`src/sv/edfgsd_pkg.sv`:
```
// Shared types and constants for the EDF slot dispatcher.
// Used by the controller, the datapath and the top level.
package edfgsd_pkg;

  localparam int TASK_W = 10;
  localparam int TIME_W = 16;
  localparam int PWR_W  = 16;
  localparam int OP_W   = 2;
  localparam int OUTC_W = 3;
  localparam int LEFT_W = 7;

  localparam logic [OP_W-1:0] OP_INSERT  = 2'd0;
  localparam logic [OP_W-1:0] OP_TICK    = 2'd1;
  localparam logic [OP_W-1:0] OP_RESTART = 2'd2;
  localparam logic [OP_W-1:0] OP_UNUSED  = 2'd3;

  localparam logic [OUTC_W-1:0] OUTC_INSERTED  = 3'd0;
  localparam logic [OUTC_W-1:0] OUTC_FULL      = 3'd1;
  localparam logic [OUTC_W-1:0] OUTC_SERVED    = 3'd2;
  localparam logic [OUTC_W-1:0] OUTC_IDLE      = 3'd3;
  localparam logic [OUTC_W-1:0] OUTC_RESTARTED = 3'd4;

  // One table entry; the valid flag lives in the RAM word.
  typedef struct packed {
    logic              valid;
    logic [TASK_W-1:0] task_num;
    logic [TIME_W-1:0] ready;
    logic [TIME_W-1:0] due;
    logic [PWR_W-1:0]  power;
  } edfgsd_slice_t;

  typedef enum logic [2:0] {
    ST_CLEAR,
    ST_IDLE,
    ST_SCAN_INS,
    ST_SCAN_TICK,
    ST_COMMIT_INS,
    ST_COMMIT_TICK
  } edfgsd_state_t;

  typedef struct packed {
    logic clr_step;      // write one zero word during the clearing pass
    logic scan_begin;    // restart the scan, capture the input payload
    logic scan_ins;      // scanning for the lowest free slot
    logic scan_tick;     // scanning for the earliest eligible deadline
    logic commit_ins;    // write the captured slice, report
    logic commit_tick;   // retire the chosen slice, report, advance time
    logic emit_full;     // report table full
    logic emit_restart;  // load time, report
  } edfgsd_cmd_t;

  typedef struct packed {
    logic full;
    logic scan_last;
    logic clr_last;
  } edfgsd_status_t;

endpackage

```
`src/sv/edf_granular_slot_dispatcher.sv`:
```
// Top level of the EDF slot dispatcher.
// Depends on edfgsd_pkg, edfgsd_ctrl, edfgsd_dp (and edfgsd_ram below it).
//
// Earliest-deadline-first dispatcher for unit-length job slices. Items are
// issued with start while busy is low; each accepted item (except the unused
// op code 3) produces exactly one result, shown for a single cycle with
// out_strobe high. The result cannot be held off: capture it on that cycle.
// Insert puts the slice into the lowest free slot (or reports table full),
// tick serves the eligible slice (ready_time <= current time) with the
// smallest due_time, lowest slot on ties, and advances time by one; restart
// loads the current time. Restart and a full-table insert answer without
// a scan. Insert and tick read the whole slice table through the single
// read port of the slice RAM, one slot per cycle, before they give their
// result; busy drops again as the result appears. After reset the block
// runs a clearing pass over every word of the slice RAM with busy high
// before the first item is accepted.
module edf_granular_slot_dispatcher
  import edfgsd_pkg::*;
#(
  parameter int ENTRIES = 64
) (
  input  logic                clk,
  input  logic                rst_n,
  input  logic                start,
  output logic                busy,
  input  logic [OP_W-1:0]     in_op,
  input  logic [TASK_W-1:0]   in_task_number,
  input  logic [TIME_W-1:0]   in_ready_time,
  input  logic [TIME_W-1:0]   in_due_time,
  input  logic [PWR_W-1:0]    in_power_level,
  input  logic [TIME_W-1:0]   in_new_time,
  output logic                out_strobe,
  output logic [OUTC_W-1:0]   out_outcome,
  output logic [TASK_W-1:0]   out_served_task,
  output logic [TIME_W-1:0]   out_served_ready_time,
  output logic [PWR_W-1:0]    out_served_power,
  output logic [TIME_W-1:0]   out_slot_start,
  output logic [LEFT_W-1:0]   out_entries_left
);

  edfgsd_cmd_t    cmd;
  edfgsd_status_t status;

  // sequencer: clear pass, scan, commit
  edfgsd_ctrl u_ctrl (
    .clk   (clk),
    .rst_n (rst_n),
    .start (start),
    .in_op (in_op),
    .status(status),
    .busy  (busy),
    .cmd   (cmd)
  );

  // slice table, scan compare, time, count, result registers
  edfgsd_dp #(
    .ENTRIES(ENTRIES)
  ) u_dp (
    .clk                  (clk),
    .rst_n                (rst_n),
    .cmd                  (cmd),
    .status               (status),
    .in_task_number       (in_task_number),
    .in_ready_time        (in_ready_time),
    .in_due_time          (in_due_time),
    .in_power_level       (in_power_level),
    .in_new_time          (in_new_time),
    .out_strobe           (out_strobe),
    .out_outcome          (out_outcome),
    .out_served_task      (out_served_task),
    .out_served_ready_time(out_served_ready_time),
    .out_served_power     (out_served_power),
    .out_slot_start       (out_slot_start),
    .out_entries_left     (out_entries_left)
  );

endmodule

```
`src/sv/edfgsd_ram.sv`:
```
// Generic simple dual-port RAM: one write port, one registered read port.
// No dependencies.
module edfgsd_ram #(
  parameter int WIDTH = 8,
  parameter int DEPTH = 16
) (
  input  logic                     clk,
  input  logic                     we,
  input  logic [$clog2(DEPTH)-1:0] waddr,
  input  logic [WIDTH-1:0]         wdata,
  input  logic                     re,
  input  logic [$clog2(DEPTH)-1:0] raddr,
  output logic [WIDTH-1:0]         rdata
);

  logic [WIDTH-1:0] mem [DEPTH];

  always_ff @(posedge clk) begin
    if (we) begin
      mem[waddr] <= wdata;
    end
    if (re) begin
      rdata <= mem[raddr];
    end
  end

endmodule

```
`src/sv/edfgsd_ctrl.sv`:
```
// Sequencing FSM for the EDF slot dispatcher.
// Depends on edfgsd_pkg; drives the datapath through edfgsd_cmd_t.
module edfgsd_ctrl
  import edfgsd_pkg::*;
(
  input  logic                clk,
  input  logic                rst_n,
  input  logic                start,
  input  logic [OP_W-1:0]     in_op,
  input  edfgsd_status_t      status,
  output logic                busy,
  output edfgsd_cmd_t         cmd
);

  edfgsd_state_t state_r, state_nxt;

  always_ff @(posedge clk) begin
    if (!rst_n) begin
      state_r <= ST_CLEAR;
    end else begin
      state_r <= state_nxt;
    end
  end

  always_comb begin
    state_nxt = state_r;
    cmd       = '0;
    busy      = (state_r != ST_IDLE);
    case (state_r)
      ST_CLEAR: begin
        cmd.clr_step = 1'b1;
        if (status.clr_last) begin
          state_nxt = ST_IDLE;
        end
      end
      ST_IDLE: begin
        if (start) begin
          case (in_op)
            OP_INSERT: begin
              if (status.full) begin
                cmd.emit_full = 1'b1;
              end else begin
                cmd.scan_begin = 1'b1;
                state_nxt      = ST_SCAN_INS;
              end
            end
            OP_TICK: begin
              cmd.scan_begin = 1'b1;
              state_nxt      = ST_SCAN_TICK;
            end
            OP_RESTART: begin
              cmd.emit_restart = 1'b1;
            end
            default: ;  // unused op: dropped silently
          endcase
        end
      end
      ST_SCAN_INS: begin
        cmd.scan_ins = 1'b1;
        if (status.scan_last) begin
          state_nxt = ST_COMMIT_INS;
        end
      end
      ST_SCAN_TICK: begin
        cmd.scan_tick = 1'b1;
        if (status.scan_last) begin
          state_nxt = ST_COMMIT_TICK;
        end
      end
      ST_COMMIT_INS: begin
        cmd.commit_ins = 1'b1;
        state_nxt      = ST_IDLE;
      end
      ST_COMMIT_TICK: begin
        cmd.commit_tick = 1'b1;
        state_nxt       = ST_IDLE;
      end
      default: begin
        state_nxt = ST_IDLE;
      end
    endcase
  end

endmodule

```
`src/sv/edfgsd_dp.sv`:
```
// Datapath of the EDF slot dispatcher: slice table, scan, time and count.
// Depends on edfgsd_pkg and edfgsd_ram; controlled by edfgsd_ctrl.
module edfgsd_dp
  import edfgsd_pkg::*;
#(
  parameter int ENTRIES = 64
) (
  input  logic                clk,
  input  logic                rst_n,
  input  edfgsd_cmd_t         cmd,
  output edfgsd_status_t      status,
  input  logic [TASK_W-1:0]   in_task_number,
  input  logic [TIME_W-1:0]   in_ready_time,
  input  logic [TIME_W-1:0]   in_due_time,
  input  logic [PWR_W-1:0]    in_power_level,
  input  logic [TIME_W-1:0]   in_new_time,
  output logic                out_strobe,
  output logic [OUTC_W-1:0]   out_outcome,
  output logic [TASK_W-1:0]   out_served_task,
  output logic [TIME_W-1:0]   out_served_ready_time,
  output logic [PWR_W-1:0]    out_served_power,
  output logic [TIME_W-1:0]   out_slot_start,
  output logic [LEFT_W-1:0]   out_entries_left
);

  localparam int IW   = $clog2(ENTRIES);
  localparam int CW   = $clog2(ENTRIES + 1);
  localparam int SL_W = $bits(edfgsd_slice_t);

  localparam logic [IW-1:0] LAST_IDX  = IW'(ENTRIES - 1);
  localparam logic [CW-1:0] FULL_CNT  = CW'(ENTRIES);

  // scan control
  logic [IW-1:0] scan_idx_r, scan_idx_nxt;
  logic          issue_on_r, issue_on_nxt;
  logic          data_vld_r, data_vld_nxt;
  logic [IW-1:0] data_idx_r, data_idx_nxt;

  // best candidate so far
  logic          found_r, found_nxt;
  logic [IW-1:0] best_idx_r, best_idx_nxt;
  edfgsd_slice_t best_r, best_nxt;

  // captured insert payload
  edfgsd_slice_t cap_r, cap_nxt;

  logic [TIME_W-1:0] time_r, time_nxt;
  logic [CW-1:0]     count_r, count_nxt;

  // result registers
  logic              strobe_r, strobe_nxt;
  logic [OUTC_W-1:0] outc_r, outc_nxt;
  logic [TASK_W-1:0] srv_task_r, srv_task_nxt;
  logic [TIME_W-1:0] srv_ready_r, srv_ready_nxt;
  logic [PWR_W-1:0]  srv_pwr_r, srv_pwr_nxt;
  logic [TIME_W-1:0] start_r, start_nxt;
  logic [LEFT_W-1:0] left_r, left_nxt;

  // RAM ports
  logic          ram_we;
  logic [IW-1:0] ram_waddr;
  edfgsd_slice_t ram_wdata;
  edfgsd_slice_t ram_rdata;
  logic [SL_W-1:0] ram_rword;

  logic take;

  edfgsd_ram #(
    .WIDTH(SL_W),
    .DEPTH(ENTRIES)
  ) u_store (
    .clk  (clk),
    .we   (ram_we),
    .waddr(ram_waddr),
    .wdata(SL_W'(ram_wdata)),
    .re   (issue_on_r),
    .raddr(scan_idx_r),
    .rdata(ram_rword)
  );

  assign ram_rdata = edfgsd_slice_t'(ram_rword);

  always_comb begin
    // candidate test on the word read back this cycle
    take = 1'b0;
    if (data_vld_r && cmd.scan_ins) begin
      take = !ram_rdata.valid && !found_r;
    end else if (data_vld_r && cmd.scan_tick) begin
      take = ram_rdata.valid && (ram_rdata.ready <= time_r) &&
             (!found_r || (ram_rdata.due < best_r.due));
    end
  end

  always_comb begin
    scan_idx_nxt  = scan_idx_r;
    issue_on_nxt  = issue_on_r;
    data_vld_nxt  = 1'b0;
    data_idx_nxt  = data_idx_r;
    found_nxt     = found_r;
    best_idx_nxt  = best_idx_r;
    best_nxt      = best_r;
    cap_nxt       = cap_r;
    time_nxt      = time_r;
    count_nxt     = count_r;
    strobe_nxt    = 1'b0;
    outc_nxt      = outc_r;
    srv_task_nxt  = '0;
    srv_ready_nxt = '0;
    srv_pwr_nxt   = '0;
    start_nxt     = start_r;
    left_nxt      = left_r;
    ram_we        = 1'b0;
    ram_waddr     = best_idx_r;
    ram_wdata     = '0;

    if (cmd.clr_step) begin
      ram_we       = 1'b1;
      ram_waddr    = scan_idx_r;
      scan_idx_nxt = scan_idx_r + 1'b1;
    end

    if (cmd.scan_begin) begin
      scan_idx_nxt     = '0;
      issue_on_nxt     = 1'b1;
      found_nxt        = 1'b0;
      cap_nxt.valid    = 1'b1;
      cap_nxt.task_num = in_task_number;
      cap_nxt.ready    = in_ready_time;
      cap_nxt.due      = in_due_time;
      cap_nxt.power    = in_power_level;
    end else if (issue_on_r) begin
      data_vld_nxt = 1'b1;
      data_idx_nxt = scan_idx_r;
      scan_idx_nxt = scan_idx_r + 1'b1;
      if (scan_idx_r == LAST_IDX) begin
        issue_on_nxt = 1'b0;
      end
    end

    if (take) begin
      found_nxt    = 1'b1;
      best_idx_nxt = data_idx_r;
      best_nxt     = ram_rdata;
    end

    if (cmd.commit_ins) begin
      strobe_nxt = 1'b1;
      start_nxt  = time_r;
      if (found_r) begin
        ram_we    = 1'b1;
        ram_wdata = cap_r;
        count_nxt = count_r + 1'b1;
        outc_nxt  = OUTC_INSERTED;
      end else begin
        outc_nxt  = OUTC_FULL;
      end
      left_nxt = LEFT_W'(count_nxt);
    end

    if (cmd.commit_tick) begin
      strobe_nxt = 1'b1;
      start_nxt  = time_r;
      time_nxt   = time_r + 1'b1;
      if (found_r) begin
        ram_we        = 1'b1;   // write back with valid cleared
        count_nxt     = count_r - 1'b1;
        outc_nxt      = OUTC_SERVED;
        srv_task_nxt  = best_r.task_num;
        srv_ready_nxt = best_r.ready;
        srv_pwr_nxt   = best_r.power;
      end else begin
        outc_nxt = OUTC_IDLE;
      end
      left_nxt = LEFT_W'(count_nxt);
    end

    if (cmd.emit_full) begin
      strobe_nxt = 1'b1;
      outc_nxt   = OUTC_FULL;
      start_nxt  = time_r;
      left_nxt   = LEFT_W'(count_r);
    end

    if (cmd.emit_restart) begin
      strobe_nxt = 1'b1;
      outc_nxt   = OUTC_RESTARTED;
      time_nxt   = in_new_time;
      start_nxt  = in_new_time;
      left_nxt   = LEFT_W'(count_r);
    end
  end

  always_ff @(posedge clk) begin
    if (!rst_n) begin
      scan_idx_r <= '0;
      issue_on_r <= 1'b0;
      data_vld_r <= 1'b0;
      found_r    <= 1'b0;
      time_r     <= '0;
      count_r    <= '0;
      strobe_r   <= 1'b0;
    end else begin
      scan_idx_r <= scan_idx_nxt;
      issue_on_r <= issue_on_nxt;
      data_vld_r <= data_vld_nxt;
      found_r    <= found_nxt;
      time_r     <= time_nxt;
      count_r    <= count_nxt;
      strobe_r   <= strobe_nxt;
    end
  end

  always_ff @(posedge clk) begin
    data_idx_r  <= data_idx_nxt;
    best_idx_r  <= best_idx_nxt;
    best_r      <= best_nxt;
    cap_r       <= cap_nxt;
    outc_r      <= outc_nxt;
    srv_task_r  <= srv_task_nxt;
    srv_ready_r <= srv_ready_nxt;
    srv_pwr_r   <= srv_pwr_nxt;
    start_r     <= start_nxt;
    left_r      <= left_nxt;
  end

  assign status.full      = (count_r == FULL_CNT);
  assign status.scan_last = data_vld_r && (data_idx_r == LAST_IDX);
  assign status.clr_last  = (scan_idx_r == LAST_IDX);

  assign out_strobe            = strobe_r;
  assign out_outcome           = outc_r;
  assign out_served_task       = srv_task_r;
  assign out_served_ready_time = srv_ready_r;
  assign out_served_power      = srv_pwr_r;
  assign out_slot_start        = start_r;
  assign out_entries_left      = left_r;

endmodule
```
`config.mk`:
```
export PLATFORM = sky130hd
export DESIGN_NAME = edf_granular_slot_dispatcher
export DESIGN_NICKNAME = d
export VERILOG_FILES = /design/src/sv/edfgsd_pkg.sv /design/src/sv/edf_granular_slot_dispatcher.sv /design/src/sv/edfgsd_ram.sv /design/src/sv/edfgsd_ctrl.sv /design/src/sv/edfgsd_dp.sv
export SDC_FILE = /design/constraint.sdc
export NUM_CORES = 2
export LEC_CHECK = 0
export BUFFER_PORTS_ARGS = -buffer_cell sky130_fd_sc_hd__buf_2
export CAP_MARGIN = 20
export CORE_MARGIN = 4
export CORE_UTILIZATION = 35
export DETAILED_ROUTE_END_ITERATION = 12
export PLACE_DENSITY = 0.46
export SETUP_SLACK_MARGIN = 0.3
export SKIP_CTS_REPAIR_TIMING = 1
export SYNTH_ARGS = -nofsm -noshare
export SYNTH_HDL_FRONTEND = slang
export SYNTH_SLANG_ARGS = --single-unit
```
`constraint.sdc`:
```
create_clock -name clk -period 10.8 [get_ports clk]
set_input_delay 1.62 -clock clk [delete_from_list [all_inputs] [get_ports clk]]
set_output_delay 1.62 -clock clk [all_outputs]
set_load 0.01 [all_outputs]
```
Word-level counts from Yosys, hierarchy flattened
Memory sizes are Yosys's and may differ from the RTL's. A register that Yosys moved wholly into a read port is not among the register bits.
Index checks and enable logic that the tools add are counted.
{ "totals": {"ff_bits": 232, "latch_bits": 0, "ram_bits": 3776, "romBits": 0, "elab_cells": 137, "n_memories": 1} }
{ "classes": {"add_sub_neg": 4, "multipliers": 0, "div": 0, "n_lt_le_gt_ge": 2, "n_eq_ne": 17, "n_shift": 0, "mux": 64, "n_bitwise": 2, "n_reduce_logical": 22} }
{ "memory_table": {"columns": ["memory", "words", "word_bits", "read_ports", "rd_clocked_by_memory_dff", "write_ports", "line_no", "source"], "rows": [
  ["u_dp.u_store.mem", 64, 59, 1, 1, 1, "edfgsd_ram.sv:16", "logic [WIDTH-1:0] mem [DEPTH];"]
]} }
{ "op_table": {"columns": ["cell", "count"], "rows": [
  ["59-bit two-way mux", 2],
  ["16-bit two-way mux", 6],
  ["7-bit two-way mux", 8],
  ["1-bit two-way mux", 32],
  ["3-bit two-way mux", 8],
  ["6-bit two-way mux", 3],
  ["16-bit by 1-bit adder with 16-bit output, second input constant", 1],
  ["16-bit less-or-equal comparator", 1],
  ["16-bit < comparator", 1],
  ["6-bit equality test, second input constant", 2],
  ["3-bit one-hot mux with 4 select lines", 1],
  ["2-bit != test, second input constant", 4],
  ["2-bit nonzero test", 4],
  ["7-bit by 1-bit adder with 7-bit output, second input constant", 1],
  ["7-bit equality test, second input constant", 1],
  ["7-bit by 1-bit subtractor with 7-bit output, second input constant", 1],
  ["6-bit by 1-bit adder with 6-bit output, second input constant", 1],
  ["3-bit by 2-bit equality test with 1-bit output, second input constant", 2],
  ["3-bit equality test, second input constant", 2],
  ["1-bit logical AND", 6],
  ["3-bit != test, second input constant", 2],
  ["3-bit one-hot mux with 2 select lines", 1],
  ["6-bit AND reduction", 1],
  ["2-bit two-way mux", 2],
  ["other kinds (14)", 18]
]} }

Longest topological paths before layout
{ "depth": {"ltp_word": 9, "mapped_depth": 10} }

By module
A second synthesis with hierarchy kept.
{ "hier_totals": {"cells_unflattened": 6868, "area_unflattened_um2": 154329.3} }
{ "by_module_without_submodules": {"columns": ["module", "instances", "cells_each", "area_each_um2"], "rows": [
  ["edfgsd_ram", 1, 6130, 145050.4],
  ["edfgsd_dp", 1, 715, 9059.9],
  ["edfgsd_ctrl", 1, 23, 219.0]
]} }

Worst setup path after synthesis
OpenSTA, ideal clock, no wires.
{ "synth_timing": {"path_kind": "register to register", "start": "reg u_ctrl.state_r[0]", "end": "reg u_dp.best_idx_r[0] (enable)", "setup_time_ns": 0.581, "arrival_ns": 5.373, "path_slack_ns": 4.846, "path_stages_with_launch": 5, "path_cell_list": "dfxtp_1 buf_2 nor2_1 nand3_1 o31ai_1"} }
{ "synth_between": {"elab_chain_len": 5, "elab_cells_between_ends": 8} }
{ "synth_rtl": {"columns": ["element", "line_no", "source"], "rows": [
  ["from (decl)", "edfgsd_ctrl.sv:15", "edfgsd_state_t state_r, state_nxt;"],
  ["from (signal assigned)", "edfgsd_ctrl.sv:21", "state_r <= state_nxt;"],
  ["3-bit by 2-bit equality test with 1-bit output", "edfgsd_ctrl.sv:29", "case (state_r)"],
  ["1-bit two-way mux", "edfgsd_ctrl.sv:29", null],
  ["1-bit logical AND", "edfgsd_dp.sv:88", "end else if (data_vld_r && cmd.scan_tick) begin"],
  ["1-bit two-way mux", "edfgsd_dp.sv:88", null],
  ["1-bit two-way mux (*)", "edfgsd_dp.sv:86", "if (data_vld_r && cmd.scan_ins) begin"],
  ["to (signal assigned)", "edfgsd_dp.sv:215", "best_idx_r <= best_idx_nxt;"],
  ["to (decl)", "edfgsd_dp.sv:41", "logic [IW-1:0] best_idx_r, best_idx_nxt;"]
]} }
Every way passes the cells marked *; elsewhere a longest branch is shown, timed or not.
A chain may end at the register's enable or synchronous reset.

==> results.sh <==
export IMPL_drive_above_1_share_pct=26.3
export IMPL_dr_wl_met2_mm=234
export IMPL_die_h_um=671
export IMPL_post_route_period_util_pct=49.5
export IMPL_fin_skew_ps=96.5
export IMPL_ioPinCount=149
export IMPL_final_util_pct=40.4
export IMPL_die_area_um2=451000
export IMPL_syn_area_um2=154000
export IMPL_die_w_um=671
export IMPL_antenna_left=0
export IMPL_start_util_pct=35.1
export IMPL_routed_wirelength_mm=491
export IMPL_cp_start_kind="flip-flop"
export IMPL_cts_max_level=5
export IMPL_maxClockFrequency_ghz=0.187
export IMPL_p_per_area_nw_per_um2=216
export IMPL_path_class="reg -> reg"
export IMPL_yosys_warnings=0
export IMPL_grt_max_degree=119
export IMPL_worstPathRequired_ps=11440
export IMPL_end_kind="flip-flop"
export IMPL_hold_path_class="reg -> reg"
export IMPL_drv_slew=0
export IMPL_layout_commonest_cell="edfxtp_1"
export IMPL_ys_ff_latch=4067
export IMPL_clk_pin_slew_worst_paths_ps=60
export IMPL_post_drt_wl_per_cell_um=36.0
export IMPL_mostFrequentLayoutCells="3986 x edfxtp_1, 876 x mux4_2, 438 x clkbuf_16, 233 x mux2i_1, 226 x buf_4"
export IMPL_synth_cell_types=65
export IMPL_first_pass_iters=5
export IMPL_ir_drop_v=0.000172
export IMPL_overflow=0
export IMPL_crit_start="u_dp.scan_idx_r[0]"
export IMPL_cp_max_fo=55
export IMPL_synth_largest_area_cell="edfxtp_1"
export IMPL_synthCells=6917
export IMPL_grt_pass1_vias=78000
export IMPL_hold_viol_final=0
export IMPL_max_clock_path_buffers=4
export IMPL_worst_skew_pair_late_latency_ps=1040
export IMPL_worstHoldStart="u_dp.u_store.rdata[4]"
export IMPL_p_leak_nw=48.6
export IMPL_relSlewSlack_pct=12.1
export IMPL_fin_ws_ps=5450
export IMPL_cts_root_buf="clkbuf_16"
export IMPL_coreArea_um2=438000
export IMPL_portBuffers=148
export IMPL_status="complete, no violations"
export IMPL_fin_crit_ps=5350
export IMPL_cts_sinks=4067
export IMPL_via_count=76600
export IMPL_synth_edf_count=3986
export IMPL_cts_made_buffers=436
export IMPL_antenna_found_initial=43
export IMPL_synth_nets=7031
export IMPL_critical_path_cell_chain="buf_12, buf_4, buf_4, mux4_2, a22o_1, a221oi_1, o221ai_1"
export IMPL_synthTopCellsByArea="edfxtp_1 78%, mux4_2 13%, mux2i_1 1.5%"
export IMPL_rows=243
export IMPL_grtUsageTotal_pct=21.3
export IMPL_drc_errors=0
export IMPL_routabilityCongestion=0.794
export IMPL_fin_tns_setup_ps=0
export IMPL_critPathBufInv=3
export IMPL_slowest_delay_ps=1010
export IMPL_syn_to_final_growth_pct=15.0
export IMPL_nNetsFinal=7515
export IMPL_worstPathArrival_ps=5980
export IMPL_cap_violations=0
export IMPL_grt_pass1_wl_mm=668
export IMPL_synth_top_area_share_pct=77.7
export IMPL_wl_met3_mm=31.1
export IMPL_maxUsedRoutingLayer="met5"
export IMPL_crit_top_cell="buf_4"
export IMPL_crit_slowest_cell="a221oi_1"
export IMPL_synth_yosys_seq_area_share_pct=78.8
export IMPL_drt_iter0_drc=9270
export IMPL_viasPerCell=5.61
export IMPL_m1WireLength_mm=213
export IMPL_avgSynthCellArea_um2=22.3
export IMPL_r2r_start="u_dp.scan_idx_r[0]"
export IMPL_crit_family="buffers and inverters"
export IMPL_cts_tree="done"
export IMPL_pre_cts_slack_ps=5380
export IMPL_ys_flop_type="edfxtp_1"
export IMPL_grt_setup_unrepaired="no"
export IMPL_tightest_slew_ps=1320
export IMPL_final_setup_viol_count=0
export IMPL_dp_hpwl_mm=272
export IMPL_synthArstFlopShare_pct=0
## flip-flops by register name, summed over array words and instances, names as in the netlist, named ones only
signal and cells:
u_dp.u_store.mem 3776, u_dp.scan_idx_r 6, u_dp.found_r 1, u_dp.out_entries_left 7
u_dp.out_served_ready_time 16, u_dp.best_r 58, u_dp.cap_r 58, u_dp.out_strobe 1
u_dp.out_slot_start 16, u_dp.out_served_power 16, u_dp.out_outcome 3, u_dp.issue_on_r 1
u_ctrl.state_r 3, u_dp.data_vld_r 1, u_dp.u_store.rdata 59, u_dp.count_r 6
u_dp.time_r 16, u_dp.data_idx_r 6, u_dp.out_served_task 10, u_dp.best_idx_r 6
## path summary, 6_finish.rpt
kind / slack, ps / end / depth (start not counted)
max: 5450 / u_dp.u_store.rdata[31] / 7
min: 420 / u_dp.best_r[4] / 0
max reg2reg: 5450 / u_dp.u_store.rdata[31] / 7
min reg2reg: 420 / u_dp.best_r[4] / 0
## metrics by stage
step	hold slack (ps)	area, um^2	power [mW]	instances
final	422	177000	38.2	13600
after CTS	421	176000	38.7	13600
after floorplan	400	154000	22.5	6917
after global placement	408	163000	24.5	12800
after global routing	424	177000	39.6	13600
after detailed placement	408	163000	24.6	12800
## cell usage after synthesis, types with 3 or more instances
master and number:
a2111oi_0 3, a211o_1 10, a211oi_1 58, a21o_1 5, a21oi_1 116, a221o_1 14, a221oi_1 90, a22o_1 38
a22oi_1 149, a31oi_1 4, a41oi_1 3, and2_1 106, and3_1 10, and4_1 19, buf_1 35, buf_2 104
buf_4 32, buf_6 31, clkbuf_1 179, dfxtp_1 81, edfxtp_1 3986, ha_1 35, inv_1 38, mux2i_1 233
mux4_2 876, nand2_1 121, nand2b_1 15, nand3_1 44, nand4_1 12, nor2_1 127, nor2b_1 16, nor3_1 16
nor4_1 6, nor4b_1 3, o21ai_0 92, o21ai_1 35, o221ai_1 55, o22ai_1 34, or2_2 4, or3_1 14
or4_1 4, xnor2_1 24, xor2_1 8
## cell type report
type / instances / area, um^2
repair buffers: 429 / 3560
flip-flops and latches: 4067 / 121000
diodes: 7 / 17.5
clock buffers: 568 / 11600
well taps: 5880 / 7360
clock inverters: 231 / 1780
inverters: 40 / 155
fillers: 38600 / 261000
multi-input cells: 2427 / 31300
## where the power goes
group	switching (mW)	total, mW	internal, mW
clock	6.22	14.1	7.91
sequential	0.267	18.2	17.9
combinational	3.54	5.90	2.36
total	10.0	38.2	28.2
## metal layers
layer	track usage, %	vias to the layer above
met4	5.11	6
met5	0	-
met1	30.9	42500
met2	34.3	3012
met3	2.71	665
li1	-	30400
## worst register-to-register path: cells and delay by family (launching register included)
family          cells  cell delay (ps)
flops               1              730
mux                 1              630
buf+inv             3             1990
compound gates      3             1610
## cells by family after synthesis
group	count (synthesis)	synth area share (%)
adder cells (fa/ha/maj)	35	0.284
AO/OA/AOI/OAI	724	3.30
AND/OR/NAND/NOR	525	1.74
flip-flops	4067	78.8
multiplexers	1111	14.3
XOR/XNOR	32	0.182
buffers and inverters	423	1.36
(Power assumes the default switching activity.)
